`src/sv/kdh_pkg.sv`:
```
// Types, constants and helpers of the key debounce, hold and multi-click unit.
package kdh_pkg;

    localparam int NUM_KEYS    = 5;
    localparam int COUNT_WIDTH = 16;
    localparam int CFG_W       = 16;
    localparam int CLICK_W     = 4;
    localparam int KEY_W       = 3;
    localparam int KEY_AW      = (NUM_KEYS > 1) ? $clog2(NUM_KEYS) : 1;
    localparam int CFG_IDX_W   = 2;
    localparam int IN_TDATA_W  = 8;
    localparam int OUT_TDATA_W = 8;

    localparam logic [CLICK_W-1:0] CLICKS_MIN = CLICK_W'(1);
    localparam logic [CLICK_W-1:0] CLICKS_MAX = CLICK_W'(14);
    localparam logic [CLICK_W-1:0] RUN_IDLE   = CLICK_W'(1);
    localparam logic [CLICK_W-1:0] RUN_SINGLE = CLICK_W'(2);

    typedef logic [COUNT_WIDTH-1:0] count_t;
    typedef logic [CFG_W-1:0]       cfg_word_t;

    localparam count_t CNT_MAX = {COUNT_WIDTH{1'b1}};

    typedef enum logic [1:0] {
        ST_RELEASED = 2'd0,
        ST_PRESSED  = 2'd1,
        ST_HELD     = 2'd2
    } key_state_t;

    typedef enum logic [2:0] {
        EV_NONE    = 3'd0,
        EV_PRESS   = 3'd1,
        EV_RELEASE = 3'd2,
        EV_HOLD    = 3'd3,
        EV_CLICKS  = 3'd4
    } event_t;

    typedef enum logic [CFG_IDX_W-1:0] {
        CFG_DEBOUNCE   = 2'd0,
        CFG_HOLD       = 2'd1,
        CFG_GAP        = 2'd2,
        CFG_MAX_CLICKS = 2'd3
    } cfg_reg_t;

    typedef struct packed {
        key_state_t           state;
        count_t               press_ticks;
        count_t               release_ticks;
        logic [CLICK_W-1:0]   click_run;
        count_t               gap_ticks;
    } key_entry_t;

    localparam key_entry_t ENTRY_RESET = '{
        state:         ST_RELEASED,
        press_ticks:   '0,
        release_ticks: '0,
        click_run:     RUN_IDLE,
        gap_ticks:     '0
    };

    function automatic count_t sat_inc(input count_t v);
        return (v == CNT_MAX) ? v : v + count_t'(1);
    endfunction

    function automatic logic cnt_ge(input count_t c, input cfg_word_t t);
        return 33'(c) >= 33'(t);
    endfunction

    function automatic logic cnt_gt(input count_t c, input cfg_word_t t);
        return 33'(c) > 33'(t);
    endfunction

endpackage

```
`src/sv/key_debounce_hold_multiclick_unit.sv`:
```
// Top level of the key debounce, hold and multi-click unit.
//
// Usage: each beat on the s_ channel is one scan tick of one key (key index
// and sampled level). Every accepted beat yields exactly one beat on the m_
// channel carrying an event code and, for an ended click run, the click count.
// Indices at or above the key count yield event none and touch no state.
// Path: an accepted input beat enters the update stage as its key state RAM
// read is registered; the update logic then loads the output register.
// Throughput: one beat per cycle while m_tready is high. Key state is read
// from a RAM as a beat enters the update stage and written back as it leaves;
// a bypass register forwards the last written entry to a repeat of its key.
// Configuration: cfg_ beats write a register by index; always ready. Write
// only while the unit is idle.
// Reset: config registers return to their defaults and per-key valid bits
// clear, so every key reads as released and idle; no clearing pass is needed.
// Stall: when m_tready is low the result waits in the output register, one
// more beat is taken into the update stage, then s_tready drops.
module key_debounce_hold_multiclick_unit
    import kdh_pkg::*;
(
    input  logic                   clk,
    input  logic                   rst_n,
    input  logic                   s_tvalid,
    output logic                   s_tready,
    input  logic [IN_TDATA_W-1:0]  s_tdata,   // [2:0] key_index, [3] level
    output logic                   m_tvalid,
    input  logic                   m_tready,
    output logic [OUT_TDATA_W-1:0] m_tdata,   // [2:0] event_res, [6:3] click_count
    input  logic                   cfg_valid,
    output logic                   cfg_ready,
    input  logic [CFG_IDX_W-1:0]   cfg_index,
    input  logic [CFG_W-1:0]       cfg_data
);

    // Configuration
    cfg_word_t          debounce_reg;
    cfg_word_t          hold_reg;
    cfg_word_t          gap_cfg_reg;
    logic [CLICK_W-1:0] max_clicks_reg;

    assign cfg_ready = 1'b1;

    always_ff @(posedge clk or negedge rst_n)
    begin
        if (!rst_n)
        begin
            debounce_reg   <= CFG_W'(2);
            hold_reg       <= CFG_W'(50);
            gap_cfg_reg    <= CFG_W'(15);
            max_clicks_reg <= CLICK_W'(3);
        end
        else if (cfg_valid && cfg_ready)
        begin
            case (cfg_reg_t'(cfg_index))
                CFG_DEBOUNCE:   debounce_reg   <= cfg_data;
                CFG_HOLD:       hold_reg       <= cfg_data;
                CFG_GAP:        gap_cfg_reg    <= cfg_data;
                CFG_MAX_CLICKS: max_clicks_reg <= cfg_data[CLICK_W-1:0];
                default:        ;
            endcase
        end
    end

    logic [CLICK_W-1:0] click_cap;

    always_comb
    begin
        if (max_clicks_reg < CLICKS_MIN)
        begin
            click_cap = CLICKS_MIN + CLICK_W'(1);
        end
        else if (max_clicks_reg > CLICKS_MAX)
        begin
            click_cap = CLICKS_MAX + CLICK_W'(1);
        end
        else
        begin
            click_cap = max_clicks_reg + CLICK_W'(1);
        end
    end

    // Input stage
    logic [KEY_W-1:0] in_key;
    logic             in_level;
    logic             in_key_ok;
    logic             s_accept;

    assign in_key    = s_tdata[KEY_W-1:0];
    assign in_level  = s_tdata[KEY_W];
    assign in_key_ok = ({1'b0, in_key} < (KEY_W + 1)'(NUM_KEYS));
    assign s_accept  = s_tvalid && s_tready;

    // Update stage
    logic             s1_valid_reg;
    logic [KEY_W-1:0] s1_key_reg;
    logic             s1_level_reg;
    logic             s1_ok_reg;
    logic             m_valid_reg;
    logic             advance;

    assign advance  = s1_valid_reg && (!m_valid_reg || m_tready);
    assign s_tready = !s1_valid_reg || advance;

    always_ff @(posedge clk or negedge rst_n)
    begin
        if (!rst_n)
        begin
            s1_valid_reg <= 1'b0;
        end
        else if (s_tready)
        begin
            s1_valid_reg <= s_accept;
        end
    end

    always_ff @(posedge clk)
    begin
        if (s_accept)
        begin
            s1_key_reg   <= in_key;
            s1_level_reg <= in_level;
            s1_ok_reg    <= in_key_ok;
        end
    end

    // Key state RAM with per-key valid bits and a write bypass
    localparam int ENTRY_W = $bits(key_entry_t);

    logic [ENTRY_W-1:0] rd_data;
    key_entry_t         entry_next;
    logic               wr_en;
    logic [KEY_AW-1:0]  s1_addr;

    assign s1_addr = s1_key_reg[KEY_AW-1:0];
    assign wr_en   = advance && s1_ok_reg;

    kdh_ram #(
        .DEPTH (NUM_KEYS),
        .WIDTH (ENTRY_W),
        .AW    (KEY_AW)
    ) u_ram (
        .clk     (clk),
        .wr_en   (wr_en),
        .wr_addr (s1_addr),
        .wr_data (entry_next),
        .rd_en   (s_accept && in_key_ok),
        .rd_addr (in_key[KEY_AW-1:0]),
        .rd_data (rd_data)
    );

    logic [NUM_KEYS-1:0] entry_valid_reg;
    logic                byp_valid_reg;
    logic [KEY_AW-1:0]   byp_key_reg;
    key_entry_t          byp_data_reg;

    always_ff @(posedge clk or negedge rst_n)
    begin
        if (!rst_n)
        begin
            entry_valid_reg <= '0;
            byp_valid_reg   <= 1'b0;
        end
        else if (wr_en)
        begin
            entry_valid_reg[s1_addr] <= 1'b1;
            byp_valid_reg            <= 1'b1;
        end
    end

    always_ff @(posedge clk)
    begin
        if (wr_en)
        begin
            byp_key_reg  <= s1_addr;
            byp_data_reg <= entry_next;
        end
    end

    key_entry_t cur;

    always_comb
    begin
        if (byp_valid_reg && (byp_key_reg == s1_addr))
        begin
            cur = byp_data_reg;
        end
        else if (entry_valid_reg[s1_addr])
        begin
            cur = key_entry_t'(rd_data);
        end
        else
        begin
            cur = ENTRY_RESET;
        end
    end

    // Per-key decisions
    count_t press_inc;
    count_t release_inc;
    logic   press_hit;
    logic   hold_hit;
    logic   release_hit;
    logic   gap_hit;

    assign press_inc   = sat_inc(cur.press_ticks);
    assign release_inc = sat_inc(cur.release_ticks);
    assign press_hit   = cnt_ge(press_inc, debounce_reg);
    assign hold_hit    = (cur.click_run == RUN_SINGLE) && cnt_ge(press_inc, hold_reg);
    assign release_hit = cnt_ge(release_inc, debounce_reg);
    assign gap_hit     = (cur.click_run != RUN_IDLE)
                         && (cnt_gt(cur.gap_ticks, gap_cfg_reg) || (cur.gap_ticks == CNT_MAX));

    always_comb
    begin
        entry_next = cur;
        case (cur.state)
            ST_PRESSED, ST_HELD:
            begin
                if (s1_level_reg)
                begin
                    entry_next.release_ticks = '0;
                    entry_next.gap_ticks     = '0;
                    if (cur.state == ST_HELD)
                    begin
                        entry_next.click_run = RUN_IDLE;
                    end
                    else if (hold_hit)
                    begin
                        entry_next.press_ticks = '0;
                        entry_next.state       = ST_HELD;
                    end
                    else
                    begin
                        entry_next.press_ticks = press_inc;
                    end
                end
                else if (release_hit)
                begin
                    entry_next.release_ticks = '0;
                    entry_next.state         = ST_RELEASED;
                end
                else
                begin
                    entry_next.release_ticks = release_inc;
                end
            end
            default:
            begin
                if (s1_level_reg)
                begin
                    if (press_hit)
                    begin
                        entry_next.press_ticks = '0;
                        entry_next.state       = ST_PRESSED;
                        if (cur.click_run == RUN_IDLE)
                        begin
                            entry_next.click_run = RUN_SINGLE;
                        end
                        else if (cur.click_run < click_cap)
                        begin
                            entry_next.click_run = cur.click_run + CLICK_W'(1);
                            entry_next.gap_ticks = '0;
                        end
                    end
                    else
                    begin
                        entry_next.press_ticks = press_inc;
                    end
                end
                else
                begin
                    entry_next.press_ticks = '0;
                    if (gap_hit)
                    begin
                        entry_next.gap_ticks = '0;
                        entry_next.click_run = RUN_IDLE;
                    end
                    else if (cur.click_run != RUN_IDLE)
                    begin
                        entry_next.gap_ticks = sat_inc(cur.gap_ticks);
                    end
                end
            end
        endcase
    end

    event_t             ev_next;
    logic [CLICK_W-1:0] count_next;

    always_comb
    begin
        ev_next = EV_NONE;
        if (s1_ok_reg)
        begin
            case (cur.state)
                ST_PRESSED, ST_HELD:
                begin
                    if (s1_level_reg)
                    begin
                        if ((cur.state == ST_HELD) || hold_hit)
                        begin
                            ev_next = EV_HOLD;
                        end
                    end
                    else if (release_hit)
                    begin
                        ev_next = EV_RELEASE;
                    end
                end
                default:
                begin
                    if (s1_level_reg)
                    begin
                        if (press_hit && (cur.click_run == RUN_IDLE))
                        begin
                            ev_next = EV_PRESS;
                        end
                    end
                    else if (gap_hit)
                    begin
                        ev_next = EV_CLICKS;
                    end
                end
            endcase
        end
        count_next = (ev_next == EV_CLICKS) ? (cur.click_run - CLICK_W'(1)) : '0;
    end

    // Output register
    event_t             m_event_reg;
    logic [CLICK_W-1:0] m_count_reg;

    always_ff @(posedge clk or negedge rst_n)
    begin
        if (!rst_n)
        begin
            m_valid_reg <= 1'b0;
        end
        else if (advance)
        begin
            m_valid_reg <= 1'b1;
        end
        else if (m_tready)
        begin
            m_valid_reg <= 1'b0;
        end
    end

    always_ff @(posedge clk)
    begin
        if (advance)
        begin
            m_event_reg <= ev_next;
            m_count_reg <= count_next;
        end
    end

    assign m_tvalid = m_valid_reg;
    assign m_tdata  = OUT_TDATA_W'({m_count_reg, m_event_reg});

endmodule

```
`src/sv/kdh_ram.sv`:
```
// Simple dual-port key state RAM, one write and one registered read port.
module kdh_ram #(
    parameter int DEPTH = 5,
    parameter int WIDTH = 8,
    parameter int AW    = 3
) (
    input  logic             clk,
    input  logic             wr_en,
    input  logic [AW-1:0]    wr_addr,
    input  logic [WIDTH-1:0] wr_data,
    input  logic             rd_en,
    input  logic [AW-1:0]    rd_addr,
    output logic [WIDTH-1:0] rd_data
);

    logic [WIDTH-1:0] mem [DEPTH];
    logic [WIDTH-1:0] rd_data_reg;

    always_ff @(posedge clk)
    begin
        if (wr_en)
        begin
            mem[wr_addr] <= wr_data;
        end
        if (rd_en)
        begin
            rd_data_reg <= mem[rd_addr];
        end
    end

    assign rd_data = rd_data_reg;

endmodule

```
`config.mk`:
```
export PLATFORM = sky130hd
export DESIGN_NAME = key_debounce_hold_multiclick_unit
export DESIGN_NICKNAME = d
export VERILOG_FILES = /design/src/sv/kdh_pkg.sv /design/src/sv/key_debounce_hold_multiclick_unit.sv /design/src/sv/kdh_ram.sv
export SDC_FILE = /design/constraint.sdc
export NUM_CORES = 1
export LEC_CHECK = 0
export ABC_AREA = 1
export BUFFER_PORTS_ARGS = -buffer_cell sky130_fd_sc_hd__buf_4
export CORE_MARGIN = 10
export CORE_UTILIZATION = 38
export DETAILED_ROUTE_END_ITERATION = 6
export MAX_ROUTING_LAYER = met4
export PLACE_DENSITY = 0.62
export SETUP_SLACK_MARGIN = 0.15
export SLEW_MARGIN = 10
export SYNTH_ARGS = -nofsm -noshare
export SYNTH_HDL_FRONTEND = slang
export SYNTH_SLANG_ARGS = --single-unit
```
`constraint.sdc`:
```
create_clock -name clk -period 14.6 [get_ports clk]
set_clock_uncertainty 0.15 [all_clocks]
set_input_delay 2.19 -clock clk [delete_from_list [all_inputs] [get_ports clk]]
set_output_delay 2.19 -clock clk [all_outputs]
set_load 0.01 [all_outputs]
```
### Word level (Yosys, flattened, before mapping)

Memory sizes are Yosys's and may differ from the RTL's. A register that Yosys moved wholly into a read port is not among the register bits.
Cells that the tools add are included.

| storage, ports and cells | value |
|---|---|
| input port bits | 31 |
| register bits | 129 |
| memories kept | 1 |
| memory bits (writable) | 270 |
| logic and storage cells | 120 |
| output and inout bits | 11 |

Memories:

| memory | depth | width | read ports | clocked after Yosys merged registers in | wr ports | RTL line | source |
|---|---|---|---|---|---|---|---|
| u_ram.mem | 5 | 54 | 1 | 1 | 1 | kdh_ram.sv:16 | `logic [WIDTH-1:0] mem [DEPTH];` |

| operators by class | value |
|---|---|
| mux-type cells | 48 |
| eq/ne operators | 13 |
| magnitude comparators | 10 |
| $add $sub $neg | 6 |
| bitwise operators | 1 |
| reductions and logical operators | 22 |

Operators by type and width:

| operator | count |
|---|---|
| 2-to-1 mux 16 bit | 13 |
| 2-to-1 mux 54 bit | 2 |
| 2-to-1 mux 20 bit | 5 |
| adder 16 x 1 -> 16 bit, second input constant | 3 |
| equality test 16 bit, second input constant | 3 |
| greater-or-equal comparator 16 bit | 3 |
| 2-to-1 mux 18 bit | 2 |
| 2-to-1 mux 4 bit | 5 |
| greater-than comparator 16 bit | 1 |
| 2-to-1 mux 3 bit | 5 |
| 2-to-1 mux 2 bit | 7 |
| logical AND 1 bit | 9 |
| adder 4 x 1 -> 4 bit, second input constant | 2 |
| AND reduction 2 bit | 4 |
| 2-to-1 mux 1 bit | 7 |
| equality test 2 bit, second input constant | 3 |
| bitwise OR 5 bit | 1 |
| equality test 2 x 1 -> 1 bit, second input constant | 2 |
| equality test 4 x 1 -> 1 bit, second input constant | 1 |
| equality test 4 x 2 -> 1 bit, second input constant | 1 |
| greater-than comparator 4 bit, second input constant | 1 |
| logical OR 1 bit | 4 |
| less-than comparator 3 x 4 -> 1 bit, second input constant | 1 |
| less-than comparator 4 x 1 -> 1 bit, second input constant | 1 |
| 13 further kinds | 14 |

### Longest topological paths before layout

| depth | value |
|---|---|
| depth in word-level cells | 14 |
| depth in mapped cells | 35 |
| mapped depth without buffers | 30 |

### Hierarchy

Synthesis repeated with hierarchy kept, for this count alone.

| second synthesis, totals | value |
|---|---|
| cell total of the unflattened synthesis | 2621 |
| area, all modules | 23446.2 um^2 |

By module, submodules not included:

| module | area each (um^2) | cells an instance | seq. area each (um^2) | instances |
|---|---|---|---|---|
| kdh_ram | 12997.5 | 1139 | 9729.3 | 1 |
| key_debounce_hold_multiclick_unit | 10448.8 | 1482 | 3585.9 | 1 |

### Worst setup path after synthesis

OpenSTA, ideal clock, no wires.

| path | value |
|---|---|
| path type | input to register |
| from | input m_tready |
| to | register entry_valid_reg[0] |
| data required time | 14.353 ns |
| setup slack | 3.189 ns |
| stages | 7 |
| library setup time | 0.097 ns |
| path buffers | 0 |
| arrival time | 11.164 ns |
| cell sequence | inv_1 nand2_1 nand2_1 nor2_1 inv_1 nor4_1 or2_2 |

| on the way | value |
|---|---|
| cells in the longest elaborated chain, start to end | 3 |

Ends and longest elaborated chain:

| item | RTL line | source |
|---|---|---|
| start: declaration | key_debounce_hold_multiclick_unit.sv:27 | `input logic m_tready,` |
| logical OR 1 bit | key_debounce_hold_multiclick_unit.sv:101 | `assign advance = s1_valid_reg && (!m_valid_reg \|\| m_tready);` |
| logical AND 1 bit | key_debounce_hold_multiclick_unit.sv:101 |  |
| logical AND 1 bit | key_debounce_hold_multiclick_unit.sv:135 | `assign wr_en = advance && s1_ok_reg;` |
| net u_ram.wr_en | kdh_ram.sv:8 | `input logic wr_en,` |
| end signal: assignment | key_debounce_hold_multiclick_unit.sv:160 | `entry_valid_reg <= '0;` |
| end signal: indexed assignment | key_debounce_hold_multiclick_unit.sv:165 | `entry_valid_reg[s1_addr] <= 1'b1;` |
| end: declaration | key_debounce_hold_multiclick_unit.sv:151 | `logic [NUM_KEYS-1:0] entry_valid_reg;` |

The timed path passes the listed nets, and every way through them passes these cells.
A chain may end at the register's enable or synchronous reset.

==> metrics.md <==
| Metric | Value |
|---|---|
| Outcome | complete, no violations |
| R2R Setup Slk | 8020 ps |
| Setup_tns | 0 ps |
| Ys async rst share | 0.132 |
| Power density cells | 138 nW/um2 |
| RSZ-0062 raised after global routing | false |
| Leakage power | 9.93 nW |
| Final setup violation count | 0 |
| Post-CTS sizing | 0 |
| CP endpoint kind | flop |
| Worst hold slack | 314 ps |
| Post-CTS setup buffer count | 0 |
| Buf/Inv on CP | 4 |
| Die width | 263 um |
| Initial antenna violation count | 0 |
| TritonRoute pass-1 iters | 5 |
| Relative slew slack | 0.239 |
| Top cell by count, worst path | nand2_1 |
| NumNets Final | 2,414 |
| Layout cells sized above 1 | 0.101 |
| Min Tclk post-route | 6580 ps |
| GR Overflow Total | 0 |
| Top FF cell, synth | edfxtp_1 |
| RePlAce Congestion | 0.890 |
| Bufs on Longest Clock Path | 3 |
| Per-cell routed wire length | 18.3 um |
| Root Driver | clkbuf_16 |
| Initial Util | 0.386 |
| Synth warn | 0 |
| Critical path peak fanout | 59 |
| Hold crit path type | flop to flop |
| Drt drc | 0 |
| Worst reg2reg path depth | 26 |
| Worst EP required | 14,870 ps |
| FILL cells | 5,560 |
| Syn_nets | 2,403 |
| Largest net degree at the start of global routing | 109 |
| Gate Count Post-Synth | 2,294 |
| Worst path top cell family by delay | simple AND/OR/NAND/NOR gates |
| Arrival time at the worst endpoint | 6850 ps |
| Flops & latches, synth | 453 |
| Final Util | 0.428 |
| Unique masters post-synth | 53 |
| Post-Synthesis Cell Area | 22,400 um2 |
| TritonCTS clock tree | built |
| CP max stage cell | nor2_1 |
| Critical path startpoint category | flop |
| Hold buffers post-CTS | 0 |
| Syn Area/Cell | 9.74 um2 |
| Crit path depth | 26 |
| CP peak stage delay | 1020 ps |
| Dpl hpwl | 35,300 um |
| Drt initial violations | 1,217 |
| First-pass GRT wire length | 88,000 um |
| Port-buffer cells | 35 |
| DRT Wirelength | 56,900 um |
| Critical path type | flop to flop |
| Fmax | 152 MHz |
| Core ar. | 57,900 um2 |
| CTS buffer count | 47 |
| Count of pins over their slew limit | 0 |
| Period utilisation layout | 0.451 |
| Routed Antenna Nets | 0 |
| Die area | 68,900 um2 |
| Ports | 42 |
| Number of maximum-capacitance violations | 0 |
| GRT Overall Usage | 0.164 |
| Seq/Total Area, Yosys | 0.596 |
| Via count | 16,000 |
| Post-synth EDFFs | 393 |
| Peak VDD IR | 0.0000733 V |
| Max reg flops | 270 |
| Clock transition at the registers of the reported paths | 60 ps |
| H-tree lvl count | 2 |
| DR vias/cell | 5.16 |
| Die height | 263 um |
| Vias in the first global route | 15,400 |
| Clk_lat worst skew | 590 ps |
| Hold Violations, Final | 0 |
| Row cnt | 88 |
| CTS sink cnt | 453 |
| Total power | 0.00342 W |
| Layout overhead on the synthesized area | 11.0% |
| Worst Tran Pin Value | 1140 ps |
| Hold path depth | 2 |
final timing paths:
kind / from / end
setup reg to reg: s1_addr[2]$_DFFE_PP_ / u_ram.mem[1][37]$_DFFE_PP_
min in group asynchronous: rst_n / gap_cfg_reg[12]$_DFFE_PN0P_
hold / removal: entry_valid_reg[3]$_DFFE_PN0P_ / entry_valid_reg[3]$_DFFE_PN0P_
setup / recovery: s1_addr[2]$_DFFE_PP_ / u_ram.mem[1][37]$_DFFE_PP_
max in group asynchronous: rst_n / s1_valid_reg$_DFFE_PN0N_
hold reg to reg: entry_valid_reg[3]$_DFFE_PN0P_ / entry_valid_reg[3]$_DFFE_PN0P_
cell usage in the layout, fill, tap and decap left out, drive strengths merged, types with 3 or more instances in the layout:
cell	netlist	routed
a31oi	64	64
nor3	10	10
or2	4	4
o21a	3	3
nor4	3	3
dfrtp	50	50
nand3	105	105
o21ai	254	254
nand4	23	23
o21bai	4	4
nand2	462	462
edfxtp	393	393
clkinv	1	14
o22ai	3	3
a21oi	51	51
nor2	421	421
dfstp	10	10
a22o	3	3
inv	221	222
o211ai	5	5
xor2	21	21
buf	47	55
clkbuf	46	73
ha	78	78
stage by stage:
stage | instances | area [um2] | worst slack, ps
4_1_cts | 3109 | 24800 | 8000
3_3_place_gp | 3021 | 23300 | 8040
6_report | 3110 | 24800 | 8020
3_5_place_dp | 3021 | 23300 | 8020
5_1_grt | 3109 | 24800 | 7380
2_1_floorplan | 2294 | 22400 | 3190
Yosys cell counts, drive strengths merged, types with 2 or more instances:
master / count / area (um2)
ha: 78 / 976
nand2: 462 / 1790
edfxtp: 393 / 11800
clkbuf: 46 / 173
inv: 221 / 830
o211ai: 5 / 37.5
dfrtp: 50 / 1250
xor2: 21 / 184
nor3: 10 / 60.1
a31o: 2 / 17.5
nor2: 421 / 1640
a31oi: 64 / 413
a21oi: 51 / 289
xnor2: 2 / 17.5
o21ai: 254 / 1370
nand3b: 2 / 15.0
nand3: 105 / 563
o22ai: 3 / 32.5
a22o: 3 / 26.3
nor4: 3 / 18.8
o21bai: 4 / 48.8
or2: 4 / 25.0
dfstp: 10 / 263
conb: 2 / 7.51
o21a: 3 / 22.5
nand4: 23 / 163
buf: 47 / 290
power by group:
part	leakage [nW]	internal [W]	switching, W
registers	4.37	0.00156	0.0000340
clock network	0.740	0.000667	0.000493
logic	4.82	0.000187	0.000486
area by class of cell:
| type | instances | area (um2) | area share |
|---|---|---|---|
| sequential | 453 | 13300 | 0.537 |
| multi-input combinational | 1526 | 7790 | 0.314 |
| clock buffer | 73 | 1380 | 0.0554 |
| tap | 765 | 957 | 0.0386 |
| inverter | 222 | 835 | 0.0336 |
| timing repair buffer | 55 | 413 | 0.0166 |
| clock inverter | 15 | 121 | 0.00489 |
| antenna | 1 | 2.50 | 0.000101 |
worst register-to-register path, cell delays in order, from the launching register on:
cell and delay (ps):
edfxtp_1 570, inv_2 150, nand2_1 50, nand2_1 60, nor2_1 60, nand2_4 320, buf_4 670, nand3_1 250
o21ai_4 160, ha_1 280, nand3_1 150, inv_1 110, nand2_1 140, inv_2 130, nand3_4 220, nand2_1 140
and2_1 280, ha_1 300, a21oi_1 140, o21ai_0 90, nand2_1 60, o211ai_1 70, nand2_1 70, nand3_1 380
nor2_1 1020, nand2_1 150, nand2_1 220
per-layer routing:
| layer | share of wire | global-route usage | up-vias |
|---|---|---|---|
| met1 | 0.45 | 0.212 | 7748 |
| met4 | 0.021 | 0.0469 | 0 |
| met5 | 0 | - | - |
| met3 | 0.056 | 0.0217 | 77 |
| met2 | 0.47 | 0.266 | 424 |
| li1 | - | - | 7795 |
logic make-up after synthesis:
group	count (synthesis)	synth area share
xor gates and xnor gates	23	0.00901
buffers and inverters	315	0.0580
AOI/OAI and AO/OA	392	0.102
other	2	0.000336
DFF	453	0.596
and+or+nand+nor	1031	0.191
adders and majority gates	78	0.0437
(Power assumes the default switching activity.)
